File: src/rtl/core/json_string_unescape_core_assert.svh
// Assertion macros shared by the unescaper modules.
// Needs nothing else; each macro expands to one labeled concurrent assertion.
`ifndef JSON_STRING_UNESCAPE_CORE_ASSERT_SVH
`define JSON_STRING_UNESCAPE_CORE_ASSERT_SVH

// cond must never hold outside reset
`define JSU_ASSERT_NEVER(lbl, clk, rstn, cond, msg) \
    lbl: assert property (@(posedge clk) disable iff (!(rstn)) !(cond)) else $error(msg);

// ante implies cons in the same cycle
`define JSU_ASSERT_IMP(lbl, clk, rstn, ante, cons, msg) \
    lbl: assert property (@(posedge clk) disable iff (!(rstn)) (ante) |-> (cons)) \
        else $error(msg);

// ante implies cons in the next cycle
`define JSU_ASSERT_NEXT(lbl, clk, rstn, ante, cons, msg) \
    lbl: assert property (@(posedge clk) disable iff (!(rstn)) (ante) |=> (cons)) \
        else $error(msg);

`endif

File: src/rtl/core/jsu_pkg.sv
// Shared types and constants of the JSON string unescaper.
// No dependencies; used by the front, queue, back and top modules.
package jsu_pkg;

    // decode mode of the front classifier
    typedef enum logic [1:0] {
        MODE_WAIT,
        MODE_BODY,
        MODE_ESC,
        MODE_HEX
    } t_mode;

    // work entry kinds handed from front to back
    typedef enum logic [1:0] {
        OP_DATA,   // one plain byte in value[7:0]
        OP_DONE,   // closing quote
        OP_BAD,    // first byte was not a quote
        OP_CODE    // \u code point in value, 1 to 3 UTF-8 bytes
    } t_op;

    typedef struct packed {
        t_op         op;
        logic [15:0] value;
    } t_cmd;

    localparam logic [7:0] CH_QUOTE  = 8'h22;
    localparam logic [7:0] CH_BSLASH = 8'h5C;
    localparam logic [7:0] CH_N      = 8'h6E;
    localparam logic [7:0] CH_T      = 8'h74;
    localparam logic [7:0] CH_R      = 8'h72;
    localparam logic [7:0] CH_B      = 8'h62;
    localparam logic [7:0] CH_F      = 8'h66;
    localparam logic [7:0] CH_U      = 8'h75;

    localparam logic [7:0] BYTE_LF  = 8'h0A;
    localparam logic [7:0] BYTE_TAB = 8'h09;
    localparam logic [7:0] BYTE_CR  = 8'h0D;
    localparam logic [7:0] BYTE_BS  = 8'h08;
    localparam logic [7:0] BYTE_FF  = 8'h0C;

    localparam logic [15:0] CP_LIM1 = 16'h0080;
    localparam logic [15:0] CP_LIM2 = 16'h0800;
    localparam logic [7:0]  LEAD2   = 8'hC0;
    localparam logic [7:0]  LEAD3   = 8'hE0;
    localparam logic [7:0]  CONT    = 8'h80;
    localparam logic [5:0]  CONT_MASK = 6'h3F;

endpackage

File: src/rtl/core/jsu_front.sv
// Front classifier: accepts raw bytes, tracks string/escape/hex state,
// pushes one work entry per byte that yields results. Depends on jsu_pkg.
module jsu_front (
    input  logic             i_clk,
    input  logic             i_rst_n,
    input  logic             i_accept,
    input  logic [7:0]       i_in_byte,
    output logic             o_push,
    output jsu_pkg::t_cmd    o_cmd
);

    jsu_pkg::t_mode r_mode, n_mode;
    logic [1:0]     r_hex_seen, n_hex_seen;
    logic [15:0]    r_cp, n_cp;
    logic           r_stopped, n_stopped;

    logic           hex_ok;
    logic [3:0]     hex_val;

    // hex digit decode, no prefix or sign handling
    always_comb begin
        hex_ok  = 1'b1;
        hex_val = 4'd0;
        if (i_in_byte >= 8'h30 && i_in_byte <= 8'h39) begin
            hex_val = 4'(i_in_byte - 8'h30);
        end else if (i_in_byte >= 8'h61 && i_in_byte <= 8'h66) begin
            hex_val = 4'(i_in_byte - 8'h57);
        end else if (i_in_byte >= 8'h41 && i_in_byte <= 8'h46) begin
            hex_val = 4'(i_in_byte - 8'h37);
        end else begin
            hex_ok = 1'b0;
        end
    end

    // state registers
    always_ff @(posedge i_clk) begin
        if (!i_rst_n) begin
            r_mode     <= jsu_pkg::MODE_WAIT;
            r_hex_seen <= 2'd0;
            r_cp       <= 16'd0;
            r_stopped  <= 1'b0;
        end else begin
            r_mode     <= n_mode;
            r_hex_seen <= n_hex_seen;
            r_cp       <= n_cp;
            r_stopped  <= n_stopped;
        end
    end

    // next state and work entry
    always_comb begin
        n_mode     = r_mode;
        n_hex_seen = r_hex_seen;
        n_cp       = r_cp;
        n_stopped  = r_stopped;
        o_push     = 1'b0;
        o_cmd.op    = jsu_pkg::OP_DATA;
        o_cmd.value = {8'd0, i_in_byte};
        if (i_accept) begin
            unique case (r_mode)
                jsu_pkg::MODE_WAIT: begin
                    if (i_in_byte == jsu_pkg::CH_QUOTE) begin
                        n_mode = jsu_pkg::MODE_BODY;
                    end else begin
                        o_push   = 1'b1;
                        o_cmd.op = jsu_pkg::OP_BAD;
                    end
                end
                jsu_pkg::MODE_BODY: begin
                    if (i_in_byte == jsu_pkg::CH_QUOTE) begin
                        o_push   = 1'b1;
                        o_cmd.op = jsu_pkg::OP_DONE;
                        n_mode   = jsu_pkg::MODE_WAIT;
                    end else if (i_in_byte == jsu_pkg::CH_BSLASH) begin
                        n_mode = jsu_pkg::MODE_ESC;
                    end else begin
                        o_push = 1'b1;
                    end
                end
                jsu_pkg::MODE_ESC: begin
                    n_mode = jsu_pkg::MODE_BODY;
                    o_push = 1'b1;
                    priority case (i_in_byte)
                        jsu_pkg::CH_N: o_cmd.value = {8'd0, jsu_pkg::BYTE_LF};
                        jsu_pkg::CH_T: o_cmd.value = {8'd0, jsu_pkg::BYTE_TAB};
                        jsu_pkg::CH_R: o_cmd.value = {8'd0, jsu_pkg::BYTE_CR};
                        jsu_pkg::CH_B: o_cmd.value = {8'd0, jsu_pkg::BYTE_BS};
                        jsu_pkg::CH_F: o_cmd.value = {8'd0, jsu_pkg::BYTE_FF};
                        jsu_pkg::CH_U: begin
                            o_push     = 1'b0;
                            n_mode     = jsu_pkg::MODE_HEX;
                            n_hex_seen = 2'd0;
                            n_cp       = 16'd0;
                            n_stopped  = 1'b0;
                        end
                        default: o_push = 1'b1;  // escaped byte passes as itself
                    endcase
                end
                jsu_pkg::MODE_HEX: begin
                    // first non-hex byte freezes the value
                    if (!r_stopped && hex_ok) begin
                        n_cp = {r_cp[11:0], hex_val};
                    end else begin
                        n_stopped = 1'b1;
                    end
                    if (r_hex_seen == 2'd3) begin
                        o_push      = 1'b1;
                        o_cmd.op    = jsu_pkg::OP_CODE;
                        o_cmd.value = n_cp;
                        n_mode      = jsu_pkg::MODE_BODY;
                        n_hex_seen  = 2'd0;
                    end else begin
                        n_hex_seen = r_hex_seen + 2'd1;
                    end
                end
                default: n_mode = jsu_pkg::MODE_WAIT;
            endcase
        end
    end

endmodule

File: src/rtl/core/jsu_queue.sv
// Small register queue of work entries between front and back.
// Depends on jsu_pkg and the assertion macro header.
`include "json_string_unescape_core_assert.svh"
module jsu_queue #(
    parameter int Depth = 4
) (
    input  logic          i_clk,
    input  logic          i_rst_n,
    input  logic          i_push,
    input  jsu_pkg::t_cmd i_cmd,
    input  logic          i_pop,
    output jsu_pkg::t_cmd o_head,
    output logic          o_empty,
    output logic          o_full
);

    localparam int PtrW = (Depth > 1) ? $clog2(Depth) : 1;
    localparam int CntW = $clog2(Depth + 1);

    jsu_pkg::t_cmd r_mem [Depth];
    logic [PtrW-1:0] r_wr, r_rd;
    logic [CntW-1:0] r_cnt;

    function automatic logic [PtrW-1:0] ptr_inc(input logic [PtrW-1:0] p);
        ptr_inc = (p == PtrW'(Depth - 1)) ? '0 : p + PtrW'(1);
    endfunction

    assign o_head  = r_mem[r_rd];
    assign o_empty = (r_cnt == '0);
    assign o_full  = (r_cnt == CntW'(Depth));

    // storage, no reset
    always_ff @(posedge i_clk) begin
        if (i_push) begin
            r_mem[r_wr] <= i_cmd;
        end
    end

    // pointers and fill count
    always_ff @(posedge i_clk) begin
        if (!i_rst_n) begin
            r_wr  <= '0;
            r_rd  <= '0;
            r_cnt <= '0;
        end else begin
            if (i_push) begin
                r_wr <= ptr_inc(r_wr);
            end
            if (i_pop) begin
                r_rd <= ptr_inc(r_rd);
            end
            if (i_push && !i_pop) begin
                r_cnt <= r_cnt + CntW'(1);
            end else if (!i_push && i_pop) begin
                r_cnt <= r_cnt - CntW'(1);
            end
        end
    end

    `JSU_ASSERT_NEVER(a_no_overflow, i_clk, i_rst_n, i_push && o_full, "push into full queue")
    `JSU_ASSERT_NEVER(a_no_underflow, i_clk, i_rst_n, i_pop && o_empty, "pop from empty queue")

endmodule

File: src/rtl/core/jsu_back.sv
// Back end: expands queued work entries into result items, one per cycle unless
// stalled, into a registered output stage. Depends on jsu_pkg and the assertion macros.
`include "json_string_unescape_core_assert.svh"
module jsu_back (
    input  logic          i_clk,
    input  logic          i_rst_n,
    input  jsu_pkg::t_cmd i_head,
    input  logic          i_empty,
    output logic          o_pop,
    input  logic          i_stall,
    output logic          o_valid,
    output logic [7:0]    o_data_byte,
    output logic          o_byte_valid,
    output logic          o_string_done,
    output logic          o_not_a_string,
    output logic          o_last
);

    logic [1:0] r_sub, n_sub;
    logic       r_ovalid;
    logic [7:0] r_data;
    logic       r_bvalid, r_done, r_bad, r_olast;

    logic       adv, emit, fin;
    logic [1:0] nbytes;
    logic [7:0] e_data;
    logic       e_bvalid, e_done, e_bad;
    logic [15:0] cp;

    assign cp = i_head.value;

    // output slot frees when empty or taken
    assign adv  = !r_ovalid || !i_stall;
    assign emit = adv && !i_empty;

    // UTF-8 length of the code point
    always_comb begin
        if (cp < jsu_pkg::CP_LIM1) begin
            nbytes = 2'd1;
        end else if (cp < jsu_pkg::CP_LIM2) begin
            nbytes = 2'd2;
        end else begin
            nbytes = 2'd3;
        end
    end

    // result for the current entry and sub-byte
    always_comb begin
        e_data   = 8'd0;
        e_bvalid = 1'b0;
        e_done   = 1'b0;
        e_bad    = 1'b0;
        fin      = 1'b1;
        unique case (i_head.op)
            jsu_pkg::OP_DATA: begin
                e_data   = cp[7:0];
                e_bvalid = 1'b1;
            end
            jsu_pkg::OP_DONE: e_done = 1'b1;
            jsu_pkg::OP_BAD:  e_bad  = 1'b1;
            jsu_pkg::OP_CODE: begin
                e_bvalid = 1'b1;
                fin      = (r_sub == nbytes - 2'd1);
                if (nbytes == 2'd1) begin
                    e_data = cp[7:0];
                end else if (nbytes == 2'd2) begin
                    e_data = (r_sub == 2'd0) ? (jsu_pkg::LEAD2 | {3'd0, cp[10:6]})
                                             : (jsu_pkg::CONT | {2'd0, cp[5:0]});
                end else begin
                    priority case (r_sub)
                        2'd0:    e_data = jsu_pkg::LEAD3 | {4'd0, cp[15:12]};
                        2'd1:    e_data = jsu_pkg::CONT | {2'd0, cp[11:6]};
                        default: e_data = jsu_pkg::CONT | {2'd0, cp[5:0] & jsu_pkg::CONT_MASK};
                    endcase
                end
            end
            default: e_bad = 1'b1;
        endcase
    end

    assign o_pop = emit && fin;
    assign n_sub = emit ? (fin ? 2'd0 : r_sub + 2'd1) : r_sub;

    // control registers
    always_ff @(posedge i_clk) begin
        if (!i_rst_n) begin
            r_sub    <= 2'd0;
            r_ovalid <= 1'b0;
        end else begin
            r_sub <= n_sub;
            if (adv) begin
                r_ovalid <= emit;
            end
        end
    end

    // output payload
    always_ff @(posedge i_clk) begin
        if (emit) begin
            r_data   <= e_data;
            r_bvalid <= e_bvalid;
            r_done   <= e_done;
            r_bad    <= e_bad;
            r_olast  <= fin;
        end
    end

    assign o_valid        = r_ovalid;
    assign o_data_byte    = r_data;
    assign o_byte_valid   = r_bvalid;
    assign o_string_done  = r_done;
    assign o_not_a_string = r_bad;
    assign o_last         = r_olast;

    `JSU_ASSERT_NEXT(a_pop_marks_last, i_clk, i_rst_n, o_pop, r_ovalid && r_olast,
                     "entry retired without a last result")
    `JSU_ASSERT_IMP(a_sub_in_code, i_clk, i_rst_n, r_sub != 2'd0,
                    !i_empty && i_head.op == jsu_pkg::OP_CODE,
                    "partial expansion outside a code point entry")

endmodule

File: src/rtl/core/json_string_unescape_core.sv
// Top level of the JSON string unescaper: front classifier, work queue, back end.
// Depends on jsu_pkg, jsu_front, jsu_queue and jsu_back.
//
//   channel | valid   | stall   | payload
//   --------+---------+---------+---------------------------------------------
//   input   | i_valid | o_stall | i_in_byte
//   output  | o_valid | i_stall | o_data_byte o_byte_valid o_string_done
//           |         |         | o_not_a_string o_last
//
// One input item is accepted per cycle while the work queue has room.
// The back end gives one result item per cycle while the output is not stalled;
// a \u escape gives 1 to 3 result items, set by the UTF-8 length of its code point.
// Each result is registered in the queue and then in the output register.
// Reset is synchronous and active low; it clears decode state, queue and output valid.
// Output stall holds the output register; input stall rises when the queue is full.
module json_string_unescape_core #(
    parameter int QueueDepth = 4
) (
    input  logic       i_clk,
    input  logic       i_rst_n,
    input  logic       i_valid,
    output logic       o_stall,
    input  logic [7:0] i_in_byte,
    output logic       o_valid,
    input  logic       i_stall,
    output logic [7:0] o_data_byte,
    output logic       o_byte_valid,
    output logic       o_string_done,
    output logic       o_not_a_string,
    output logic       o_last
);

    logic          accept, push, pop, q_empty, q_full;
    jsu_pkg::t_cmd push_cmd, head_cmd;

    assign o_stall = q_full;
    assign accept  = i_valid && !q_full;

    jsu_front u_front (
        .i_clk     (i_clk),
        .i_rst_n   (i_rst_n),
        .i_accept  (accept),
        .i_in_byte (i_in_byte),
        .o_push    (push),
        .o_cmd     (push_cmd)
    );

    jsu_queue #(
        .Depth (QueueDepth)
    ) u_queue (
        .i_clk   (i_clk),
        .i_rst_n (i_rst_n),
        .i_push  (push),
        .i_cmd   (push_cmd),
        .i_pop   (pop),
        .o_head  (head_cmd),
        .o_empty (q_empty),
        .o_full  (q_full)
    );

    jsu_back u_back (
        .i_clk          (i_clk),
        .i_rst_n        (i_rst_n),
        .i_head         (head_cmd),
        .i_empty        (q_empty),
        .o_pop          (pop),
        .i_stall        (i_stall),
        .o_valid        (o_valid),
        .o_data_byte    (o_data_byte),
        .o_byte_valid   (o_byte_valid),
        .o_string_done  (o_string_done),
        .o_not_a_string (o_not_a_string),
        .o_last         (o_last)
    );

endmodule
File: config.mk
export PLATFORM = sky130hd
export DESIGN_NAME = json_string_unescape_core
export DESIGN_NICKNAME = d
export VERILOG_FILES = /design/src/rtl/core/jsu_pkg.sv /design/src/rtl/core/jsu_front.sv /design/src/rtl/core/jsu_queue.sv /design/src/rtl/core/jsu_back.sv /design/src/rtl/core/json_string_unescape_core.sv
export VERILOG_INCLUDE_DIRS = /design/src /design/src/rtl/core
export SDC_FILE = /design/constraint.sdc
export NUM_CORES = 1
export LEC_CHECK = 0
export ABC_AREA = 1
export BUFFER_PORTS_ARGS = -buffer_cell sky130_fd_sc_hd__clkbuf_2
export CORE_AREA = 2 2 164 134
export DETAILED_ROUTE_END_ITERATION = 10
export DIE_AREA = 0 0 166 136
export PLACE_DENSITY = 0.55
export SYNTH_ARGS = -nofsm -noshare
export SYNTH_HDL_FRONTEND = slang
export SYNTH_SLANG_ARGS = --single-unit
File: constraint.sdc
create_clock -name i_clk -period 3.94 [get_ports i_clk]
set_clock_uncertainty 0.2 [all_clocks]
set_input_delay 0.394 -clock i_clk [delete_from_list [all_inputs] [get_ports i_clk]]
set_output_delay 0.394 -clock i_clk [all_outputs]
set_load 0.005 [all_outputs]
==> run summary <==
# setup viols final = 0
Crit path largest cell delay = 470 ps
via count = 4592
global routing's busiest layer = met2
placer's final routability congestion estimate = 0.823
fin crit period = 3340 ps
DP Cell Count = 970
antenna viol nets, final = 0
total wire length = 13600 um
Crit path max-delay family = adder cells
Worst Max-Slew Pin Slew = 727 ps
Avg WL per Cell = 13.6 um
library cells used by synthesis = 43
TritonCTS clock tree = done
area grow syn2layout = 15.0%
P per Cell Area = 641 nW/um2
VDD IR max = 0.329 mV
# DRC = 0
pre-CTS setup slack = 594 ps
Critical Path RT = 4040 ps
Sink Count = 117
Final Max Tran Viols = 0
H-tree lvl count = 4
DR vias/cell = 4.58
cell count after synthesis = 685
Crit Path Max Fanout = 19
CTS Buf Count = 17
Detailed Route Iter0 Violations = 294
Diodes inserted = 0
Pre-antenna DRT Iters = 5
period utilization = 0.848
gr ovfl total = 0
non-filler cells, final = 1002
met1 Use GR = 0.179
CTS root buffer = clkbuf_16
effective utilization at floorplan = 0.293
GRT Total Usage = 0.125
Die Span X = 166 um
vias in the first global route = 4161
largest net degree at the start of global routing = 37
hold slack = 130 ps
Slew HR = 0.515
Die Height = 136 um
Cell Rows = 48
Sum Neg Setup Slack = 0 ps
Final Hold Fails = 0
most frequent cell on the critical path = a21oi_1
Synth Net Count = 721
status = complete, no violations
leak pwr = 2.87 nW
Core ar. = 21100 um2
startpoint types = register
register area share after synthesis = 0.515
Max Cap Viol = 0
GRT met3 Usage = 0.0320
post-CTS sizing = 0
first-pass GRT wire length = 21900 um
antenna violations before repair = 0
full die area = 22600 um2
Post-CTS Setup Inserts = 0
Max Freq = 299 MHz
syn_area_per_cell = 9.02 um2
RSZ-0062 raised after global routing = false
Post-Syn Area = 6180 um2
crit-path cells = buf_4 > a21oi_1 > a32oi_1 > ha_1 > inv_1 > nor2_2 > nand2_4 > nand2_2 > ha_1 > inv_1 > fa_1 > a21oi_1 > o21ai_0 > o21ai_0 > a21oi_1
I/O Pins = 26
synthesized flop and latch total = 117
crit path kind = reg2reg
I/O Buffers = 25
fillcell total = 2166
critical path endpoint category = register
clock latency on the worst-skew pair = 420 ps
Slowest-stage cell, CP = dfxtp_1
Worst EP arrival = 3440 ps
Post-CTS Hold Fix Bufs = 0
clock transition at the registers of the reported paths = 50 ps
CTS max path bufs = 2
post-DP HPWL = 9400 um
final worst setup slack = 598 ps
Ys Warns = 0
met2 GRT Util = 0.180
layout cells sized above 1 = 0.158
# nets final = 750
Worst Hold Class = in2reg
Worst Path Buf+Inv = 3
==> cells in the final DEF (no fill, tap or decap), drive strengths merged, types with 2 or more instances in the layout <==
master,netlist,routed
a211oi,2,2
a21oi,43,43
a32oi,2,2
buf,17,9
bufinv,0,2
clkbuf,7,46
clkinv,0,7
dfxtp,33,33
edfxtp,84,84
ha,23,23
inv,76,77
nand2,180,180
nand3,56,56
nand4,3,3
nor2,54,54
nor3,8,8
o211ai,12,12
o21a,6,6
o21ai,46,46
o22ai,8,8
or2,17,17
xor2,2,2
==> Yosys cell counts, drive strengths merged <==
cell type,number,area [um2]
o21ai,46,275
a21oi,43,245
nor2,54,239
o22ai,8,50.1
a211oi,2,15.0
and3,1,6.26
o21a,6,45.0
o21bai,1,7.51
a31oi,1,12.5
buf,17,134
nand3b,1,7.51
nand2,180,718
ha,23,288
nand3,56,310
o211ai,12,90.1
xor2,2,17.5
fa,1,20.0
nand4,3,18.8
edfxtp,84,2520
inv,76,290
nor3,8,45.0
clkbuf,7,26.3
a22oi,1,7.51
dfxtp,33,661
or2,17,106
a32oi,2,17.5
==> cell families (layout without fill, tap and decap cells) <==
group / after synthesis / in the layout / synth area share
xor gates and xnor gates: 2 / 2 / 0.00284
buffers and inverters: 100 / 142 / 0.0729
AOI/OAI and AO/OA: 122 / 122 / 0.124
and+or+nand+nor: 320 / 320 / 0.235
adders and majority gates: 24 / 24 / 0.0498
DFF: 117 / 117 / 0.515
==> per-layer routing <==
layer / part of all wire / wire length [um]
met3: 0.035 / 475
met2: 0.42 / 5740
met4: 0.017 / 231
met5: 0 / 0
met1: 0.53 / 7150
==> per-stage QoR <==
stage / power (mW) / util / cell area [um2]
2_1_floorplan: 2.74 / - / 6180
3_5_place_dp: 3.12 / 0.311 / 6550
5_1_grt: 4.85 / 0.337 / 7100
6_report: 4.55 / 0.337 / 7100
4_1_cts: 4.58 / 0.337 / 7100
3_3_place_gp: 3.12 / 0.311 / 6550
==> layout make-up <==
cell class	instances	area, um2	area share
sequential	117	3180	0.448
tap	275	344	0.0484
inverter	76	290	0.0409
multi-input combinational	468	2540	0.358
timing repair buffer	34	193	0.0271
clock buffer	21	440	0.0620
clock inverter	11	109	0.0153
==> worst reg2reg max path, cell delays in order (launching register included) <==
cell	delay, ps
dfxtp_1	470
buf_4	280
a21oi_1	90
a32oi_1	260
ha_1	390
inv_1	120
nor2_2	190
nand2_4	90
nand2_2	70
ha_1	130
inv_1	60
fa_1	370
a21oi_1	160
o21ai_0	120
o21ai_0	160
a21oi_1	50
==> final timing paths <==
path / from / end / slack (ps) / cells past startpoint
worst max-delay path: register / u_queue.r_cnt[2]$_SDFFE_PN0P_ / 600 / 15
worst max register to register: register / u_queue.r_cnt[2]$_SDFFE_PN0P_ / 600 / 15
worst min-delay path: i_stall / u_back.o_valid$_SDFFE_PN0P_ / 130 / 5
worst min register to register: u_front.r_cp[1]$_SDFFE_PN0P_ / u_front.r_cp[1]$_SDFFE_PN0P_ / 270 / 2
==> state kept, by name (all words and copies together) (netlist names), 2 cells and up, named ones only <==
name / cells
u_queue.r_mem: 72
u_back.o_data_byte: 8
u_queue.r_rd: 2
u_front.r_hex_seen: 2
u_front.r_mode: 2
u_queue.r_cnt: 3
u_front.r_cp: 16
u_back.r_sub: 2
u_queue.r_wr: 2
==> power by group <==
group	total, mW	internal (mW)	switching [mW]
combinational	1.46	0.482	0.978
clock	1.45	0.919	0.533
sequential	1.64	1.57	0.0701
total	4.55	2.97	1.58
Power figures use the tool's default switching activity.
